<file path="config.mk">
export PLATFORM = sky130hd
export DESIGN_NAME = vnn_back
export DESIGN_NICKNAME = d
export VERILOG_FILES = /design/src/hw/rtl/vnn_pkg.sv /design/src/hw/rtl/vnn_back.sv
export SDC_FILE = /design/constraint.sdc
export NUM_CORES = 2
export LEC_CHECK = 0
export BUFFER_PORTS_ARGS = -buffer_cell sky130_fd_sc_hd__buf_2
export CAP_MARGIN = 20
export CORE_ASPECT_RATIO = 0.7
export CORE_MARGIN = 1.5
export CORE_UTILIZATION = 65
export DETAILED_ROUTE_END_ITERATION = 7
export PLACE_DENSITY = 0.85
export SKIP_LAST_GASP = 1
export SYNTH_ARGS = -nofsm -noshare
export SYNTH_HDL_FRONTEND = slang
export SYNTH_SLANG_ARGS = --single-unit
</file>
<file path="constraint.sdc">
create_clock -name clk -period 17.2 [get_ports clk]
set_input_delay 5.16 -clock clk [delete_from_list [all_inputs] [get_ports clk]]
set_output_delay 5.16 -clock clk [all_outputs]
set_load 0.01 [all_outputs]
</file>
<file path="src/hw/rtl/vnn_pkg.sv">
package vnn_pkg;

  // default vertex store depth
  localparam int MAX_VERTICES_DEF = 1024;

  // widths fixed by the item fields
  localparam int IDX_W = 10;
  localparam int POS_W = 16;
  localparam int DIF_W = 17;
  localparam int SUM_W = 35;
  localparam int NRM_W = 16;

  // command codes
  localparam logic CMD_WRITE  = 1'b0;
  localparam logic CMD_NORMAL = 1'b1;

  typedef struct packed {
    logic                    cmd;
    logic [IDX_W-1:0]        vertex_index;
    logic signed [POS_W-1:0] pos_x;
    logic signed [POS_W-1:0] pos_y;
    logic signed [POS_W-1:0] pos_z;
    logic [IDX_W-1:0]        first_neighbor;
    logic [IDX_W-1:0]        second_neighbor;
    logic [IDX_W-1:0]        third_neighbor;
    logic [IDX_W-1:0]        fourth_neighbor;
  } in_item_t;

  typedef struct packed {
    logic signed [NRM_W-1:0] normal_x;
    logic signed [NRM_W-1:0] normal_y;
    logic signed [NRM_W-1:0] normal_z;
    logic                    degenerate;
  } out_item_t;

  // summed cross product handed from front to back
  typedef struct packed {
    logic signed [SUM_W-1:0] s_x;
    logic signed [SUM_W-1:0] s_y;
    logic signed [SUM_W-1:0] s_z;
  } sum_t;

endpackage

</file>
<file path="src/hw/rtl/vnn_back.sv">
module vnn_back
  import vnn_pkg::*;
(
  input  logic      clk,
  input  logic      rst,
  input  logic      job_empty,
  output logic      job_pop,
  input  sum_t      job,
  output logic      empty,
  input  logic      pop,
  output out_item_t result
);

  typedef enum logic [2:0] {S_IDLE, S_SQUARE, S_ROOT, S_DIVIDE, S_DONE} state_t;

  state_t            state;
  logic              out_valid;
  out_item_t         res_q;
  out_item_t         res_w;
  logic [30:0]       mag [3];
  logic              neg [3];
  logic [1:0]        comp;
  logic [4:0]        step;
  logic [3:0]        qbit;
  logic [63:0]       sum;
  logic [63:0]       rv, rr, rbit;
  logic [31:0]       len;
  logic [46:0]       rem;
  logic [15:0]       quo;
  logic [34:0]       ax, ay, az, mx;
  logic [2:0]        sh;
  logic [63:0]       rtry;
  logic [46:0]       dtry;
  logic [15:0]       qnext;
  logic [31:0]       len_fix;
  logic [1:0]        cnext;

  assign empty   = !out_valid;
  assign result  = res_q;
  assign job_pop = (state == S_IDLE) && !job_empty;

  // magnitudes and the shift that brings the largest below 2^31
  always_comb begin
    ax = job.s_x[SUM_W-1] ? 35'(-job.s_x) : 35'(job.s_x);
    ay = job.s_y[SUM_W-1] ? 35'(-job.s_y) : 35'(job.s_y);
    az = job.s_z[SUM_W-1] ? 35'(-job.s_z) : 35'(job.s_z);
    mx = ax;
    if (ay > mx) mx = ay;
    if (az > mx) mx = az;
    if (mx[34])      sh = 3'd4;
    else if (mx[33]) sh = 3'd3;
    else if (mx[32]) sh = 3'd2;
    else if (mx[31]) sh = 3'd1;
    else             sh = 3'd0;
  end

  assign rtry    = rr + rbit;
  assign len_fix = (rr[31:0] == 32'd0) ? 32'd1 : rr[31:0];
  assign dtry    = 47'(len) << qbit;
  assign qnext   = (rem >= dtry) ? (quo | (16'd1 << qbit)) : quo;
  assign cnext   = (comp == 2'd2) ? 2'd2 : comp + 2'd1;

  always_ff @(posedge clk) begin
    if (rst) begin
      state     <= S_IDLE;
      out_valid <= 1'b0;
      step      <= '0;
      comp      <= '0;
      qbit      <= '0;
    end else begin
      if (pop && out_valid && state != S_DONE) out_valid <= 1'b0;
      case (state)
        S_IDLE: begin
          if (!job_empty) begin
            neg[0] <= job.s_x[SUM_W-1];
            neg[1] <= job.s_y[SUM_W-1];
            neg[2] <= job.s_z[SUM_W-1];
            mag[0] <= 31'(ax >> sh);
            mag[1] <= 31'(ay >> sh);
            mag[2] <= 31'(az >> sh);
            sum    <= '0;
            comp   <= '0;
            if (mx == 35'd0) begin
              res_w.normal_x   <= '0;
              res_w.normal_y   <= '0;
              res_w.normal_z   <= '0;
              res_w.degenerate <= 1'b1;
              state            <= S_DONE;
            end else begin
              state <= S_SQUARE;
            end
          end
        end
        S_SQUARE: begin
          sum <= sum + 64'(mag[comp] * mag[comp]);
          if (comp == 2'd2) begin
            comp  <= '0;
            step  <= '0;
            rr    <= '0;
            rbit  <= 64'd1 << 62;
            rv    <= sum + 64'(mag[comp] * mag[comp]);
            state <= S_ROOT;
          end else begin
            comp <= comp + 2'd1;
          end
        end
        S_ROOT: begin
          // one digit of the integer square root per cycle
          if (rv >= rtry) begin
            rv <= rv - rtry;
            rr <= (rr >> 1) + rbit;
          end else begin
            rr <= rr >> 1;
          end
          rbit <= rbit >> 2;
          step <= step + 5'd1;
          if (step == 5'd31) begin
            state <= S_DIVIDE;
          end
        end
        S_DIVIDE: begin
          if (step == 5'd0) begin
            // first cycle: fix the length and load the first dividend
            len   <= len_fix;
            rem   <= 47'({mag[0], 14'd0}) + 47'(len_fix >> 1);
            quo   <= '0;
            qbit  <= 4'd15;
            step  <= 5'd1;
          end else begin
            if (qbit != 4'd0) begin
              if (rem >= dtry) rem <= rem - dtry;
              quo  <= qnext;
              qbit <= qbit - 4'd1;
            end else begin
              case (comp)
                2'd0:    res_w.normal_x <= neg[0] ? -qnext : qnext;
                2'd1:    res_w.normal_y <= neg[1] ? -qnext : qnext;
                default: res_w.normal_z <= neg[2] ? -qnext : qnext;
              endcase
              res_w.degenerate <= 1'b0;
              rem  <= 47'({mag[cnext], 14'd0}) + 47'(len >> 1);
              quo  <= '0;
              qbit <= 4'd15;
              comp <= cnext;
              if (comp == 2'd2) state <= S_DONE;
            end
          end
        end
        S_DONE: begin
          // hand over once the output register is free or being popped
          if (!out_valid || pop) begin
            res_q     <= res_w;
            out_valid <= 1'b1;
            state     <= S_IDLE;
          end
        end
        default: state <= S_IDLE;
      endcase
    end
  end

`ifndef ASSERT_OFF
  a_degen_zero: assert property (@(posedge clk) disable iff (rst)
    (out_valid && res_q.degenerate) |->
      (res_q.normal_x == 0 && res_q.normal_y == 0 && res_q.normal_z == 0))
    else $error("degenerate result with non-zero normal");
  a_unit_bound: assert property (@(posedge clk) disable iff (rst)
    (out_valid && !res_q.degenerate) |->
      (res_q.normal_x <= 16384 && res_q.normal_x >= -16384 &&
       res_q.normal_y <= 16384 && res_q.normal_y >= -16384 &&
       res_q.normal_z <= 16384 && res_q.normal_z >= -16384))
    else $error("normal component beyond unit length");
  a_root_floor: assert property (@(posedge clk) disable iff (rst)
    (state == S_DIVIDE && step != 5'd0) |-> (64'(len) * 64'(len) <= sum))
    else $error("square root exceeds its argument");
  a_pop_idle: assert property (@(posedge clk) disable iff (rst)
    (state == S_SQUARE) |-> $past(state) == S_IDLE || $past(state) == S_SQUARE)
    else $error("squaring entered without a job");
`endif

endmodule

</file>
==> impl_table.tex <==
\begin{tabular}{lr}
\hline
Metric & Value \\
\hline
\multicolumn{2}{l}{\textbf{Synth}} \\
\quad Number of warnings issued by yosys & 0 \\
\quad Synthesized cell area & slightly above 70000 um\^{}2 \\
\quad Post-synth net total & 9235 \\
\quad Number of enable-type register cells in the synthesized netlist & 513 \\
\quad Post-Synthesis Cells & 7766 \\
\quad Post-Syn Area per Cell & 9.101 um\^{}2 \\
\quad Primary FF master, synth & edfxtp\_1 \\
\quad Share of flip-flops with an asynchronous set or reset & 0 \\
\quad Cell variety after synth & 93 \\
\quad Register area share after synthesis & 0.2228 \\
\quad Number of storage elements in the synthesis netlist & 530 \\
\multicolumn{2}{l}{\textbf{CTS}} \\
\quad Cts bufs inserted & 53 \\
\quad Clock Pin Slew Worst Setup and Hold Paths & 0.07 ns \\
\quad Clk sinks & 530 \\
\quad Total of hold buffers inserted after clock tree synthesis & 0 \\
\quad H-Tree Depth & 2 \\
\quad Worst-Skew Late Latency & approximately 0.67 ns \\
\quad Deepest clock path buffer count & 3 \\
\quad Number of setup buffers added after CTS & 0 \\
\quad CTS tree & done \\
\quad Resized Gates After CTS & 0 \\
\quad Clock root buffer master & clkbuf\_16 \\
\multicolumn{2}{l}{\textbf{STA}} \\
\quad Hold violation count in the final report & 0 \\
\quad Headroom to the max-slew limit & 0.1894 \\
\quad Setup repair after global routing missed its margin & no \\
\quad Time the worst path needs with I/O delays and setup & 15.20 ns \\
\quad Transition at the pin with the smallest max-transition slack & between 1 and 1.5 ns \\
\quad Post-route fraction of the period consumed by the critical path & 0.8837 \\
\quad Final setup skew & 0.05660 ns \\
\quad Final number of setup-violating endpoints & 0 \\
\quad Max-slew violation count & 0 \\
\quad Post-route setup TNS & 0 ns \\
\quad Peak Freq & 65.79 MHz \\
\multicolumn{2}{l}{\textbf{Global routing}} \\
\quad First-pass GRT wire length & 334600 um \\
\quad Antenna violations before repair & 9 \\
\quad Maximum number of pins on one net before global-route repair & 110 \\
\quad Leftover overflow at the end of global routing & 0 \\
\quad Total track usage & 0.3918 \\
\quad Vias in the first global route & 57900 \\
\multicolumn{2}{l}{\textbf{Routing}} \\
\quad Detail-routed via count per cell & between 6 and 7 \\
\quad DRC Markers & 12 \\
\quad DRT antenna net count & 0 \\
\quad Detail-routed net length per standard cell & 23.45 um \\
\quad Via count of the routed design & just under 60000 \\
\quad Violation count after the first detailed-route iteration & 7238 \\
\quad Wire length reported by the detailed router & approximately 220000 um \\
\quad Number of detailed-route iterations in the first pass & 8 \\
\multicolumn{2}{l}{\textbf{Final layout}} \\
\quad Multi-input combinational cell area & 49140 um\^{}2 \\
\quad Sequential cell area & 15750 um\^{}2 \\
\quad Area grow syn2layout & 5.560\% \\
\quad Nets@finish & 9199 \\
\quad Utilization of the core after routing & 0.6966 \\
\quad Count of placed standard cells in the final layout, fillers left out & roughly 9200 \\
\quad Fillers & 8109 \\
\quad Share of post-route cells with drive strength above 1 & 0.06560 \\
\multicolumn{2}{l}{\textbf{Placement}} \\
\quad Number of buffers inserted by port buffering & roughly 160 \\
\quad Global placer's final weighted congestion & 1.032 \\
\quad Dpl cells & 9101 \\
\quad HPWL after detailed placement & 171800 um \\
\multicolumn{2}{l}{\textbf{Worst setup path}} \\
\quad Startpoint kind of the worst setup timing path & input pin \\
\quad CP delay by family, top & simple AND/OR/NAND/NOR gates \\
\quad WS Path Type & input pin to flip-flop \\
\quad Element type at the critical path end & flip-flop \\
\quad Arr. time, crit path & 15.49 ns \\
\quad Dominant cell type by count on the critical path & or4\_1 \\
\quad Standard cell with the maximum stage delay on the critical path & a31oi\_4 \\
\quad Combined buffer and inverter count along the critical path & 2 \\
\quad Max stage delay on crit path & 0.92 ns \\
\quad Required time of the worst setup path & between 15 and 20 ns \\
\quad Peak fanout along the critical path & 29 \\
\multicolumn{2}{l}{\textbf{Flow run}} \\
\quad Number of maximum-capacitance constraint violations & 0 \\
\multicolumn{2}{l}{\textbf{Die}} \\
\quad Top-Level Pins & 160 \\
\quad Starting Density & 0.6599 \\
\quad Die boundary width & 397.1 um \\
\quad Num rows & 100 \\
\quad Total Die Area & 110800 um\^{}2 \\
\quad Die boundary height & 278.9 um \\
\quad Area of the core region & 107100 um\^{}2 \\
\multicolumn{2}{l}{\textbf{Run status}} \\
\quad Failing checks & design-rule violations \\
\quad Status & finished, violations left \\
\multicolumn{2}{l}{\textbf{Worst hold path}} \\
\quad Hold Path Class & flip-flop to flip-flop \\
\hline
\end{tabular}
[cell usage in the layout, fill, tap and decap left out, types with 17 or more instances in the layout]
| cell type | count |
|---|---|
| a31oi_1 | 91 |
| a31o_2 | 17 |
| edfxtp_1 | 513 |
| nand4_1 | 83 |
| and3_1 | 49 |
| buf_4 | 128 |
| nor2_1 | 715 |
| fa_1 | 812 |
| mux4_2 | 18 |
| a21o_1 | 152 |
| and2_1 | 55 |
| o31ai_1 | 48 |
| nand2_1 | 703 |
| o211ai_1 | 32 |
| buf_2 | 159 |
| xor2_1 | 248 |
| nor4_1 | 38 |
| xnor2_1 | 229 |
| a22oi_1 | 82 |
| or3_1 | 35 |
| o21ai_0 | 408 |
| a211oi_1 | 55 |
| o21ai_1 | 42 |
| nor2b_1 | 53 |
| o21a_1 | 52 |
| or4_1 | 24 |
| inv_1 | 1172 |
| mux2_2 | 40 |
| ha_1 | 547 |
| nand3_1 | 92 |
| nand2b_1 | 45 |
| mux2i_1 | 192 |
| o21bai_1 | 56 |
| nor3_1 | 46 |
| clkbuf_16 | 53 |
| o41ai_1 | 19 |
| a21oi_1 | 365 |
[area by class of cell]
type                            count  area share
Antenna cell                        2  0.00006708
Clock buffer                       61     0.01831
Clock inverter                     38    0.004595
Inverter                         1184     0.05957
Multi-Input combinational cell   5672      0.6586
Sequential cell                   530      0.2111
Tap cell                         1428     0.02395
Timing Repair Buffer              289     0.02380
[cells in the mapped netlist, types with 18 or more instances]
library cell  count  share of area
buf_1            35         0.0019
or3_1            35         0.0031
nor4_1           39         0.0035
o21ai_1          38         0.0027
nand3_1          92         0.0065
nor3_1           47         0.0033
and3_1           49         0.0043
o21a_1           53         0.0056
nor2_1          716          0.038
nand2b_1         46         0.0041
o41ai_1          19         0.0024
o211ai_1         32         0.0034
or4_1            24         0.0025
o31ai_1          48         0.0051
mux4_2           18         0.0057
xor2_1          248          0.031
o21ai_0         417          0.030
nor2b_1          56         0.0050
a211oi_1         55         0.0058
nand2_1         705          0.037
nand4_1          83         0.0073
a31oi_1          93         0.0082
o21bai_1         56         0.0059
a21oi_1         365          0.026
ha_1            548          0.097
a21o_1          152          0.016
inv_1          1172          0.062
a22oi_1          82         0.0087
edfxtp_1        513           0.22
xnor2_1         229          0.028
mux2_2           40         0.0064
clkbuf_1        329          0.017
fa_1            812           0.23
and2_1           57         0.0050
mux2i_1         192          0.027
[final timing paths]
kind | from | to | slack, ns | cells after the start
worst max-delay path | job[47] | res_w[25]$_SDFFCE_PN0P_ | 2.00 | 27
worst min-delay path | res_w[25]$_SDFFCE_PN0P_ | result[25]$_DFFE_PP_ | 0.42 | 0
worst max register to register | flip-flop | rv[62]$_DFFE_PP_ | 5.48 | 32
worst min register to register | res_w[25]$_SDFFCE_PN0P_ | result[25]$_DFFE_PP_ | 0.42 | 0
[flip-flops by register name (all words and copies together), names as in the netlist, named ones only]
name       cells
step           5
rbit          32
res_w         49
rr            64
result        49
rem           47
sum           64
out_valid      1
rv            64
len           32
neg            3
quo           16
state          3
qbit           4
mag           93
comp           2
[layer usage]
| metal | track usage | share of wire |
|---|---|---|
| met4 | 0.1391 | 0.043 |
| met1 | 0.5737 | 0.41 |
| met5 | 0 | 0.00025 |
| met3 | 0.1102 | 0.14 |
| met2 | 0.5555 | 0.41 |
[stage by stage]
stage               hold WS [ns]  area (um^2)  setup WS, ns
finish                    0.4202        74610         2.000
global placement          0.4034        72870         1.643
global route              0.4305        74600         1.650
floorplan                 0.4003        70680         2.332
detailed placement        0.4045        72870         1.555
CTS                       0.4223        74580         2.230
[cells by family after synthesis]
| logic type | Yosys count | share of synthesized area |
|---|---|---|
| multiplexers | 252 | 0.03978 |
| AO/OA/AOI/OAI | 1579 | 0.1406 |
| adder cells (fa/ha/maj) | 1360 | 0.3270 |
| XOR/XNOR | 478 | 0.05934 |
| AND/OR/NAND/NOR | 2003 | 0.1267 |
| buffers and inverters | 1564 | 0.08381 |
| flip-flops | 530 | 0.2228 |
Power is not shown: default switching activity piles up to over one toggle a cycle in this logic, so the estimate is an artifact.
