### config.mk
export PLATFORM = sky130hd
export DESIGN_NAME = vnn_queue
export DESIGN_NICKNAME = d
export VERILOG_FILES = /design/src/hw/rtl/vnn_pkg.sv /design/src/hw/rtl/vnn_queue.sv
export SDC_FILE = /design/constraint.sdc
export NUM_CORES = 1
export LEC_CHECK = 0
export BUFFER_PORTS_ARGS = -buffer_cell sky130_fd_sc_hd__buf_2
export CAP_MARGIN = 20
export CORE_MARGIN = 10
export CORE_UTILIZATION = 39
export DETAILED_ROUTE_END_ITERATION = 12
export GPL_TIMING_DRIVEN = 0
export PLACE_DENSITY_LB_ADDON = 0.12
export SLEW_MARGIN = 20
export SYNTH_ARGS = -nofsm -noshare
export SYNTH_HDL_FRONTEND = slang
export SYNTH_SLANG_ARGS = --single-unit
### constraint.sdc
create_clock -name clk -period 4.75 [get_ports clk]
set_input_delay 0.2375 -clock clk [delete_from_list [all_inputs] [get_ports clk]]
set_output_delay 0.2375 -clock clk [all_outputs]
set_load 0.01 [all_outputs]
### src/hw/rtl/vnn_pkg.sv
package vnn_pkg;

  // default vertex store depth
  localparam int MAX_VERTICES_DEF = 1024;

  // widths fixed by the item fields
  localparam int IDX_W = 10;
  localparam int POS_W = 16;
  localparam int DIF_W = 17;
  localparam int SUM_W = 35;
  localparam int NRM_W = 16;

  // command codes
  localparam logic CMD_WRITE  = 1'b0;
  localparam logic CMD_NORMAL = 1'b1;

  typedef struct packed {
    logic                    cmd;
    logic [IDX_W-1:0]        vertex_index;
    logic signed [POS_W-1:0] pos_x;
    logic signed [POS_W-1:0] pos_y;
    logic signed [POS_W-1:0] pos_z;
    logic [IDX_W-1:0]        first_neighbor;
    logic [IDX_W-1:0]        second_neighbor;
    logic [IDX_W-1:0]        third_neighbor;
    logic [IDX_W-1:0]        fourth_neighbor;
  } in_item_t;

  typedef struct packed {
    logic signed [NRM_W-1:0] normal_x;
    logic signed [NRM_W-1:0] normal_y;
    logic signed [NRM_W-1:0] normal_z;
    logic                    degenerate;
  } out_item_t;

  // summed cross product handed from front to back
  typedef struct packed {
    logic signed [SUM_W-1:0] s_x;
    logic signed [SUM_W-1:0] s_y;
    logic signed [SUM_W-1:0] s_z;
  } sum_t;

endpackage

### src/hw/rtl/vnn_queue.sv
module vnn_queue
  import vnn_pkg::*;
(
  input  logic clk,
  input  logic rst,
  input  logic push,
  output logic full,
  input  sum_t wdata,
  input  logic pop,
  output logic empty,
  output sum_t rdata
);

  sum_t       slot [2];
  logic       wr_ptr, rd_ptr;
  logic [1:0] count;
  logic       do_push, do_pop;

  assign full    = (count == 2'd2);
  assign empty   = (count == 2'd0);
  assign do_push = push && !full;
  assign do_pop  = pop && !empty;
  assign rdata   = slot[rd_ptr];

  always_ff @(posedge clk) begin
    if (do_push) begin
      slot[wr_ptr] <= wdata;
    end
  end

  // pointers and fill count
  always_ff @(posedge clk) begin
    if (rst) begin
      wr_ptr <= 1'b0;
      rd_ptr <= 1'b0;
      count  <= '0;
    end else begin
      if (do_push) wr_ptr <= !wr_ptr;
      if (do_pop)  rd_ptr <= !rd_ptr;
      count <= count + {1'b0, do_push} - {1'b0, do_pop};
    end
  end

endmodule

==> results of run 1 <==
[critical path: stages (launching register included)]
cell	delay, ps
dfxtp_1	370
nand2b_2	170
inv_2	40
or3_1	390
inv_6	410
buf_16	330
[worst max path at each step]
stage	cells past startpoint	endpoint	slack, ps	start
6_report	5	slot[0][75]	2640	count[0]
5_1_grt	5	slot[0][82]	2530	count[0]
4_1_cts	5	slot[0][0]	2610	count[0]
3_5_place_dp	5	slot[0][100]	2620	count[0]
3_3_place_gp	2	slot[1][102]	-110	count[0]
2_1_floorplan	2	slot[1][0]	1300	count[0]
[logic make-up (layout without fill, tap and decap cells)]
family / after synthesis / count (layout)
flip-flops: 215 / 215
multiplexers: 105 / 105
buffers and inverters: 16 / 384
AND/OR/NAND/NOR: 11 / 11
AO/OA/AOI/OAI: 3 / 3
adder cells (fa/ha/maj): 2 / 2
XOR/XNOR: 2 / 2
[power groups by stage]
stage | combinational, mW | sequential (mW) | clock [mW]
6_report | 1.67 | 2.48 | 1.69
3_3_place_gp | 1.59 | 2.56 | 0
2_1_floorplan | 1.04 | 2.53 | 0
3_5_place_dp | 1.65 | 2.52 | 0
5_1_grt | 1.82 | 2.51 | 1.83
4_1_cts | 1.73 | 2.48 | 1.74
[sequential cells by signal, indices dropped and copies added (netlist names), named ones only]
name	cells
wr_ptr	1
count	2
rd_ptr	1
slot	210
[layout by cell type (no fill, tap or decap), types with 4 or more instances in the layout]
cell and n:
mux2_4 50, dlygate4sd3_1 106, clkinv_2 4, buf_2 220, nor2_1 4, dfxtp_1 5, clkbuf_1 5, edfxtp_1 210
clkbuf_16 25, clkinv_1 5, mux2_2 55, buf_12 6
[layer usage]
layer	wire (µm)	track usage	vias to the layer above
met3	1717	0.05131	34
met4	367	0.03371	2
met5	18	0	-
met2	8619	0.2156	166
met1	6689	0.1462	2169
li1	-	-	2097
[per-stage QoR]
stage	power, mW	hold WS (ps)
finish	5.840	137.0
global route	6.154	134.4
CTS	5.952	108.6
detailed placement	4.171	428.6
global placement	4.152	425.3
floorplan	3.568	306.6
[repair_timing]
| item | in CTS | in global routing |
|---|---|---|
| setup buffers | 0 | 0 |
| endpoints found under the setup margin | 0 | 0 |
| hold endpoints to repair | 215 | 0 |
| hold buffers | 106 | 0 |
[final cells by class]
cell class | instances | area [µm²] | area share
Buffer | 12 | 151.4 | 0.01333
Clock buffer | 32 | 671.9 | 0.05917
Clock inverter | 12 | 62.56 | 0.005510
Inverter | 4 | 20.02 | 0.001763
Multi-Input combinational cell | 123 | 1493 | 0.1315
Sequential cell | 215 | 6406 | 0.5642
Tap cell | 270 | 337.8 | 0.02975
Timing Repair Buffer | 324 | 2212 | 0.1948
==> flow_metrics.py, run 1 <==
metrics = {
    "cts": {
        "clkSinkCount": 215,
        "cts_root_buf": "clkbuf_16",
        "cts_buffer_depth": 3,
        "cts_tree": "done",
        "cts_made_buffers": 24,
        "cts_resized": 0,
        "clk_pin_slew_ps": 60,
        "worstSkewPairLatency_ps": 500,
        "cts.htree.levels": 1,
    },
    "layout": {
        "num-fill-cells": 1649,
        "design_area_um2": 11350,
        "syn_to_final_growth_pct": 40.87,
        "layout.nets": 815,
        "antenna_cells": 0,
        "finalNonFillerCells": 992,
        "layout-drive-gt1-share": 0.5166,
        "utilization": 0.5594,
    },
    "floorplan": {
        "die_x_um": 163.8,
        "die_h_um": 163.8,
        "start_util": 0.3971,
        "ioPinCount": 216,
        "rows": 52,
        "coreArea_um2": 20300,
        "die-area_um2": 26820,
    },
    "critical_path": {
        "r2r_slack_ps": 2640,
        "critPathKind": "register to register",
        "r2r-start": "count[0]",
        "crit_fanout": 56,
        "crit_path_start_kind": "register",
        "worstPathArrival_ps": 2270,
        "endpoint_kind": "register",
        "rr_endpoint": "slot[0][75]",
        "reg2reg_depth": 5,
        "crit_required_ps": 4910,
    },
    "place": {
        "placed_cell_area_um2": 9559,
        "pre_cts_ws_ps": 2625,
        "placed_cells": 842,
        "dpl.hpwl_mm": 11.71,
        "gp_congestion": 0.7002,
        "numPortBuffers": 215,
    },
    "synthesis": {
        "synth_top_family_by_area": "multiplexers",
        "synth_commonest_cells": "210 x edfxtp_1, 55 x mux2_2, 50 x mux2_4",
        "synthesis.area_um2": 8060,
        "synth_compound_area_frac": 0.002173,
        "yosys.area_share.adder": 0.003105,
        "yosysUniqueCellTypes": 24,
        "synth-edff-count": 210,
        "syn_inst": 354,
        "synth_top_area_share": 0.7824,
        "postSynthAreaPerCell_um2": 22.77,
        "synth.largest_area_cell": "edfxtp_1",
        "yosys.area_share.simple": 0.007141,
        "ys.warnings.count": 0,
        "synthXorXnorAreaFrac": 0.002173,
        "synth.area.top_cells": "edfxtp_1 78%, mux2_4 9.3%, mux2_2 7.7%, buf_12 1.2%, dfxtp_1 1.2%",
        "synthMuxAreaShare": 0.1700,
        "synthArstFlopShare": 0,
        "synth_ff_type": "edfxtp_1",
        "yosysMostFrequentCell": "edfxtp_1",
        "syn_nets": 465,
        "ys_ff_latch": 215,
        "seq_area_frac_synth": 0.7948,
    },
    "sta": {
        "drv_slew": 0,
        "fmax_ghz": 0.4748,
        "rsz0062_at_grt": "false",
        "timing.final.crit_share": 0.4434,
        "setup-tns-final_ps": 0,
        "finalWorstSetupSlack_ps": 2644,
        "worst_pin_slew_ps": 516.1,
        "slew_headroom": 0.6559,
        "fin_skew_ps": 9.758,
        "hold_viol": 0,
        "min_period_ps": 2106,
        "setup_viol": 0,
    },
    "power_and_ir_drop": {
        "powerDensity_nw_per_um2": 514.3,
        "peakVddDrop_v": 0.0003302,
        "p_int_mw": 4.260,
        "p_sw_mw": 1.581,
        "switching_share": 0.2706,
        "seqPwrFrac": 0.425,
        "power.leakage_nw": 4.399,
        "p_comb_frac": 0.286,
        "clkPwrFrac": 0.289,
    },
    "global_route": {
        "grtUsageTotal": 0.1270,
        "grt_max_degree": 57,
        "grt_pass1_wl_mm": 27.28,
        "grt-ovfl-total": 0,
        "grt_antenna_before_repair": 1,
        "grt_pass1_vias": 5037,
    },
    "drt": {
        "drtAntennaViolNets": 0,
        "drtIter0Drc": 198,
        "dr_total_vias": 4468,
        "drc": 0,
        "wire_per_inst_um": 17.55,
        "wirelength_mm": 17.41,
        "first_pass_iters": 4,
        "avgViaCountPerCell": 4.504,
    },
    "min_path": {
        "min_from": "push",
        "holdPathStages": 4,
        "whs_endpoint": "wr_ptr",
        "hold_path_class": "input port to register",
    },
    "run_status": {
        "status": "finished, final reports clean",
    },
    "job": {
        "maxCapViolations": 0,
    },
}
(Power assumes the default switching activity.)
==> inputs of run 2 (changes only) <==
==> constraint.sdc (replaced) <==
create_clock -name clk -period 1.9 [get_ports clk]
set_input_delay 0.095 -clock clk [delete_from_list [all_inputs] [get_ports clk]]
set_output_delay 0.095 -clock clk [all_outputs]
set_load 0.01 [all_outputs]
==> flow_metrics.py, run 2 (synthesis results as in run 1) <==
metrics = {
    "layout": {
        "largest_register_ffs": 210,
        "utilization": 0.5693,
        "layout_commonest_cell": "buf_2",
        "finalNonFillerCells": 1001,
        "most-common-layout-cells": "216 x buf_2, 210 x edfxtp_1, 107 x dlygate4sd3_1",
        "top_register": "slot",
        "antenna_cells": 0,
        "layout.nets": 825,
        "syn_to_final_growth_pct": 43.37,
        "reg_top3": "slot: 210 flops, count: 2 flops",
        "layout-drive-gt1-share": 0.5212,
    },
    "cts": {
        "cts_made_buffers": 24,
        "worstSkewPairLatency_ps": 500,
        "cts.htree.levels": 1,
        "cts_tree": "done",
        "clkSinkCount": 215,
        "cts_root_buf": "clkbuf_16",
        "clk_pin_slew_ps": 60,
        "cts_buffer_depth": 3,
    },
    "global_route": {
        "grt_antenna_before_repair": 0,
        "grtUsageTotal": 0.1276,
        "grt_pass1_vias": 5158,
        "grt_max_degree": 49,
        "grt_pass1_wl_mm": 27.28,
        "grt-ovfl-total": 0,
    },
    "sta": {
        "fmax_ghz": 0.5500,
        "whs_ps": 23.89,
        "fin_skew_ps": 7.659,
        "worst_pin_slew_ps": 331.3,
        "drv_slew": 0,
        "slew_headroom": 0.7791,
        "hold_viol": 0,
        "min_period_ps": 1818,
        "timing.final.crit_share": 0.9570,
        "setup-tns-final_ps": 0,
        "setup_viol": 0,
    },
    "drt": {
        "wire_per_inst_um": 17.80,
        "drc": 0,
        "dr_total_vias": 4497,
        "avgViaCountPerCell": 4.493,
        "wirelength_mm": 17.82,
        "drtAntennaViolNets": 0,
        "drtIter0Drc": 154,
        "first_pass_iters": 4,
    },
    "place": {
        "dpl.hpwl_mm": 12.16,
        "placed_cells": 845,
        "gp_congestion": 0.7114,
        "numPortBuffers": 215,
    },
    "power_and_ir_drop": {
        "power.leakage_nw": 4.480,
        "peakVddDrop_v": 0.0008778,
        "powerDensity_nw_per_um2": 1299,
    },
    "run_status": {
        "status": "finished, final reports clean",
    },
    "job": {
        "maxCapViolations": 0,
    },
    "floorplan": {
        "die-area_um2": 26820,
        "coreArea_um2": 20300,
        "rows": 52,
        "die_h_um": 163.8,
        "die_x_um": 163.8,
        "ioPinCount": 216,
        "start_util": 0.3971,
    },
    "min_path": {
        "hold_path_class": "input port to register",
    },
    "critical_path": {
        "crit_fanout": 10,
        "endpoint_kind": "output port",
        "crit_required_ps": 1800,
        "worstPathArrival_ps": 1720,
        "crit_path_start_kind": "register",
        "critPathKind": "register to output port",
    },
}
run 2: cell types whose count changed in the layout (fill, tap and decap cells not counted), moves of 3 or more:
cell      delta
dfxtp_2      +3
clkinv_1     +4
clkbuf_4     +4
buf_12       +6
buf_4        +3
dfxtp_1      -3
buf_2        -4
run 2: path summary, 6_finish.rpt:
check	end	depth (start not counted)	from	slack, ps
hold / removal	register	4	pop	20
setup / recovery	rdata[56]	5	register	80
setup reg to reg	slot[0][83]	6	count[0]	190
hold reg to reg	wr_ptr	2	wr_ptr	520
run 2: where the power goes:
group | switching (mW) | internal, mW | leakage (nW)
Sequential | 0.173 | 6.04 | 2.00
Combinational | 2.11 | 2.35 | 2.11
Clock | 1.69 | 2.65 | 0.364
run 2: stage by stage:
stage          total power, mW  area, µm²  setup slack [ps]
2_1_floorplan            8.919       8080            -664.4
3_3_place_gp             10.38       9494             -1687
3_5_place_dp             10.53       9633            -152.2
4_1_cts                  15.15      11490             4.810
5_1_grt                  15.76      11560           -0.6204
6_report                 15.01      11560             81.79
run 2: critical path: stages (launching register included):
cell and delay (ps):
dfxtp_2 320, buf_6 120, buf_12 170, buf_12 160, mux2_4 310, buf_2 140
run 2: final cells by class:
type / count / area, µm²
clock inverters: 13 / 103.9
inverters: 4 / 21.27
plain buffers: 12 / 166.4
flip-flops and latches: 215 / 6410
well taps: 270 / 337.8
multi-input cells: 123 / 1503
repair buffers: 334 / 2370
fillers: 1628 / 8743
clock buffers: 30 / 644.4
run 2: what timing repair did:
item / 4_1_cts / 5_1_grt
endpoints found under the setup margin: 21 / 91
setup buffers: 3 / 2
hold buffers: 107 / 0
endpoints found under the hold margin: 215 / 0
resized for setup: 1 / 5
cloned: 0 / 1
run 2: per-layer routing:
| metal | up-vias | track usage | wire length, µm |
|---|---|---|---|
| met5 | - | 0 | 0 |
| met1 | 2185 | 0.1492 | 7063 |
| li1 | 2123 | - | - |
| met3 | 25 | 0.05482 | 1746 |
| met2 | 164 | 0.2125 | 8721 |
| met4 | 0 | 0.03168 | 289 |
==> inputs of run 3 (changes only) <==
--- a/config.mk
+++ b/config.mk
@@ -10,7 +10,6 @@
 export CORE_MARGIN = 10
 export CORE_UTILIZATION = 39
 export DETAILED_ROUTE_END_ITERATION = 12
-export GPL_TIMING_DRIVEN = 0
 export PLACE_DENSITY_LB_ADDON = 0.12
 export SLEW_MARGIN = 20
 export SYNTH_ARGS = -nofsm -noshare
==> flow_metrics.py, run 3 (synthesis results as in run 1) <==
metrics = {
    "floorplan": {
        "die_h_um": 163.8,
        "die_x_um": 163.8,
        "coreArea_um2": 20300,
        "start_util": 0.3971,
        "die-area_um2": 26820,
        "rows": 52,
        "ioPinCount": 216,
    },
    "place": {
        "pre_cts_ws_ps": 198.3,
        "numPortBuffers": 215,
        "gp_congestion": 0.7250,
        "dpl.hpwl_mm": 11.95,
    },
    "cts": {
        "cts.htree.levels": 1,
        "cts_root_buf": "clkbuf_16",
        "cts_tree": "done",
        "clkSinkCount": 215,
        "clk_pin_slew_ps": 60,
        "cts_made_buffers": 23,
        "worstSkewPairLatency_ps": 490,
        "cts_buffer_depth": 3,
    },
    "sta": {
        "finalWorstSetupSlack_ps": 91.78,
        "worst_pin_slew_ps": 335.5,
        "fin_skew_ps": 7.282,
        "drv_slew": 0,
        "fmax_ghz": 0.5530,
        "rsz0062_at_grt": "false",
        "slew_headroom": 0.7763,
        "hold_viol": 0,
        "timing.final.crit_share": 0.9517,
        "setup_viol": 0,
        "min_period_ps": 1808,
    },
    "critical_path": {
        "r2r_slack_ps": 200,
        "crit_end": "rdata[34]",
        "critPathKind": "register to output port",
        "crit_path_start_kind": "register",
        "crit_cells": 3,
        "path_cells": "buf_12 -> mux2_2 -> buf_2",
        "max_stage_delay_ps": 450,
        "r2r-start": "count[0]",
        "cp_slowest_cell": "dfxtp_4",
        "cpLargestDelayFamily": "flip-flops",
        "crit_fanout": 25,
        "rr_endpoint": "slot[0][34]",
        "cp_num_buf_inv": 2,
        "crit_required_ps": 1800,
        "reg2reg_depth": 5,
        "endpoint_kind": "output port",
        "worstPathArrival_ps": 1710,
    },
    "layout": {
        "largest_register_ffs": 210,
        "top_register": "slot",
        "layout-drive-gt1-share": 0.5125,
        "layout_commonest_cell": "buf_2",
        "most-common-layout-cells": "215 x buf_2, 210 x edfxtp_1, 107 x dlygate4sd3_1",
        "reg_top3": "slot: 210 flops, count: 2 flops",
        "utilization": 0.5553,
        "layout.nets": 815,
        "syn_to_final_growth_pct": 39.85,
    },
    "power_and_ir_drop": {
        "p_int_mw": 10.35,
        "p_comb_frac": 0.290,
        "peakVddDrop_v": 0.0008107,
        "powerDensity_nw_per_um2": 1259,
        "clkPwrFrac": 0.270,
        "switching_share": 0.2712,
        "power.leakage_nw": 4.347,
        "p_sw_mw": 3.850,
        "seqPwrFrac": 0.440,
    },
    "run_status": {
        "status": "finished, final reports clean",
    },
    "drt": {
        "first_pass_iters": 6,
        "dr_total_vias": 4445,
        "drc": 0,
        "wire_per_inst_um": 17.93,
        "drtIter0Drc": 193,
        "wirelength_mm": 17.75,
        "avgViaCountPerCell": 4.490,
        "drtAntennaViolNets": 0,
    },
    "global_route": {
        "grt_pass1_wl_mm": 27.02,
        "grt_antenna_before_repair": 2,
        "grt-ovfl-total": 0,
        "grt_pass1_vias": 5073,
        "grt_max_degree": 57,
        "grtUsageTotal": 0.1263,
    },
    "job": {
        "maxCapViolations": 0,
    },
    "min_path": {
        "hold_path_class": "input port to register",
    },
}
==> run 3: worst min path at each step <==
| stage | start | endpoint | slack, ps | cells past startpoint |
|---|---|---|---|---|
| finish | pop | register | 40 | 4 |
| global route | pop | register | 80 | 4 |
| CTS | pop | register | 30 | 4 |
| global placement | wdata[45] | slot[1][45] | 280 | 1 |
| floorplan | rst | count[0] | 160 | 1 |
| detailed placement | wdata[29] | slot[0][29] | 290 | 1 |
==> run 3: tightest hold or removal path, cell delays in order <==
cell and delay (ps):
buf_2 80, o21a_1 150, xnor2_1 90, nor2_1 80
==> run 3: repair_timing <==
| item | CTS | global route |
|---|---|---|
| endpoints found under the setup margin | 91 | 10 |
| hold endpoints to repair | 215 | 0 |
| buffers inserted | 1 | 1 |
| pin swaps | 0 | 0 |
| gates resized for setup | 0 | 1 |
| hold buffers | 107 | 0 |
==> run 3: through the flow <==
stage	area (µm²)	TNS, ps	hold slack [ps]	total power, mW	instances
floorplan	8080	-106070	159.2	8.919	354
global placement	9535	0	283.2	10.29	840
detailed placement	9535	0	286.5	10.36	840
CTS	11260	0	29.92	14.47	987
global route	11270	0	84.16	14.95	989
finish	11270	0	38.42	14.19	990
==> run 3: per-layer routing <==
metal / track usage / vias up / wire length, µm
met5: 0 / - / 0
met4: 0.03331 / 0 / 280
met3: 0.05307 / 27 / 1862
met2: 0.2017 / 172 / 8505
met1: 0.1551 / 2147 / 7102
li1: - / 2099 / -
==> run 3: power groups by stage <==
stage / Clock, mW / Sequential [mW] / Combinational (mW)
after floorplan: 0 / 6.30 / 2.62
after global placement: 0 / 6.36 / 3.93
after detailed placement: 0 / 6.40 / 3.96
after CTS: 3.99 / 6.26 / 4.21
after global routing: 4.17 / 6.32 / 4.47
final: 3.83 / 6.25 / 4.12
==> run 3: cell type report <==
| cell class | count | area [µm²] |
|---|---|---|
| Clock inverter | 8 | 32.53 |
| Tap cell | 270 | 337.8 |
| Sequential cell | 215 | 6412 |
| Timing Repair Buffer | 337 | 2355 |
| Antenna cell | 2 | 5.005 |
| Fill cell | 1627 | 9027 |
| Clock buffer | 31 | 605.6 |
| Multi-Input combinational cell | 123 | 1503 |
| Inverter | 4 | 21.27 |
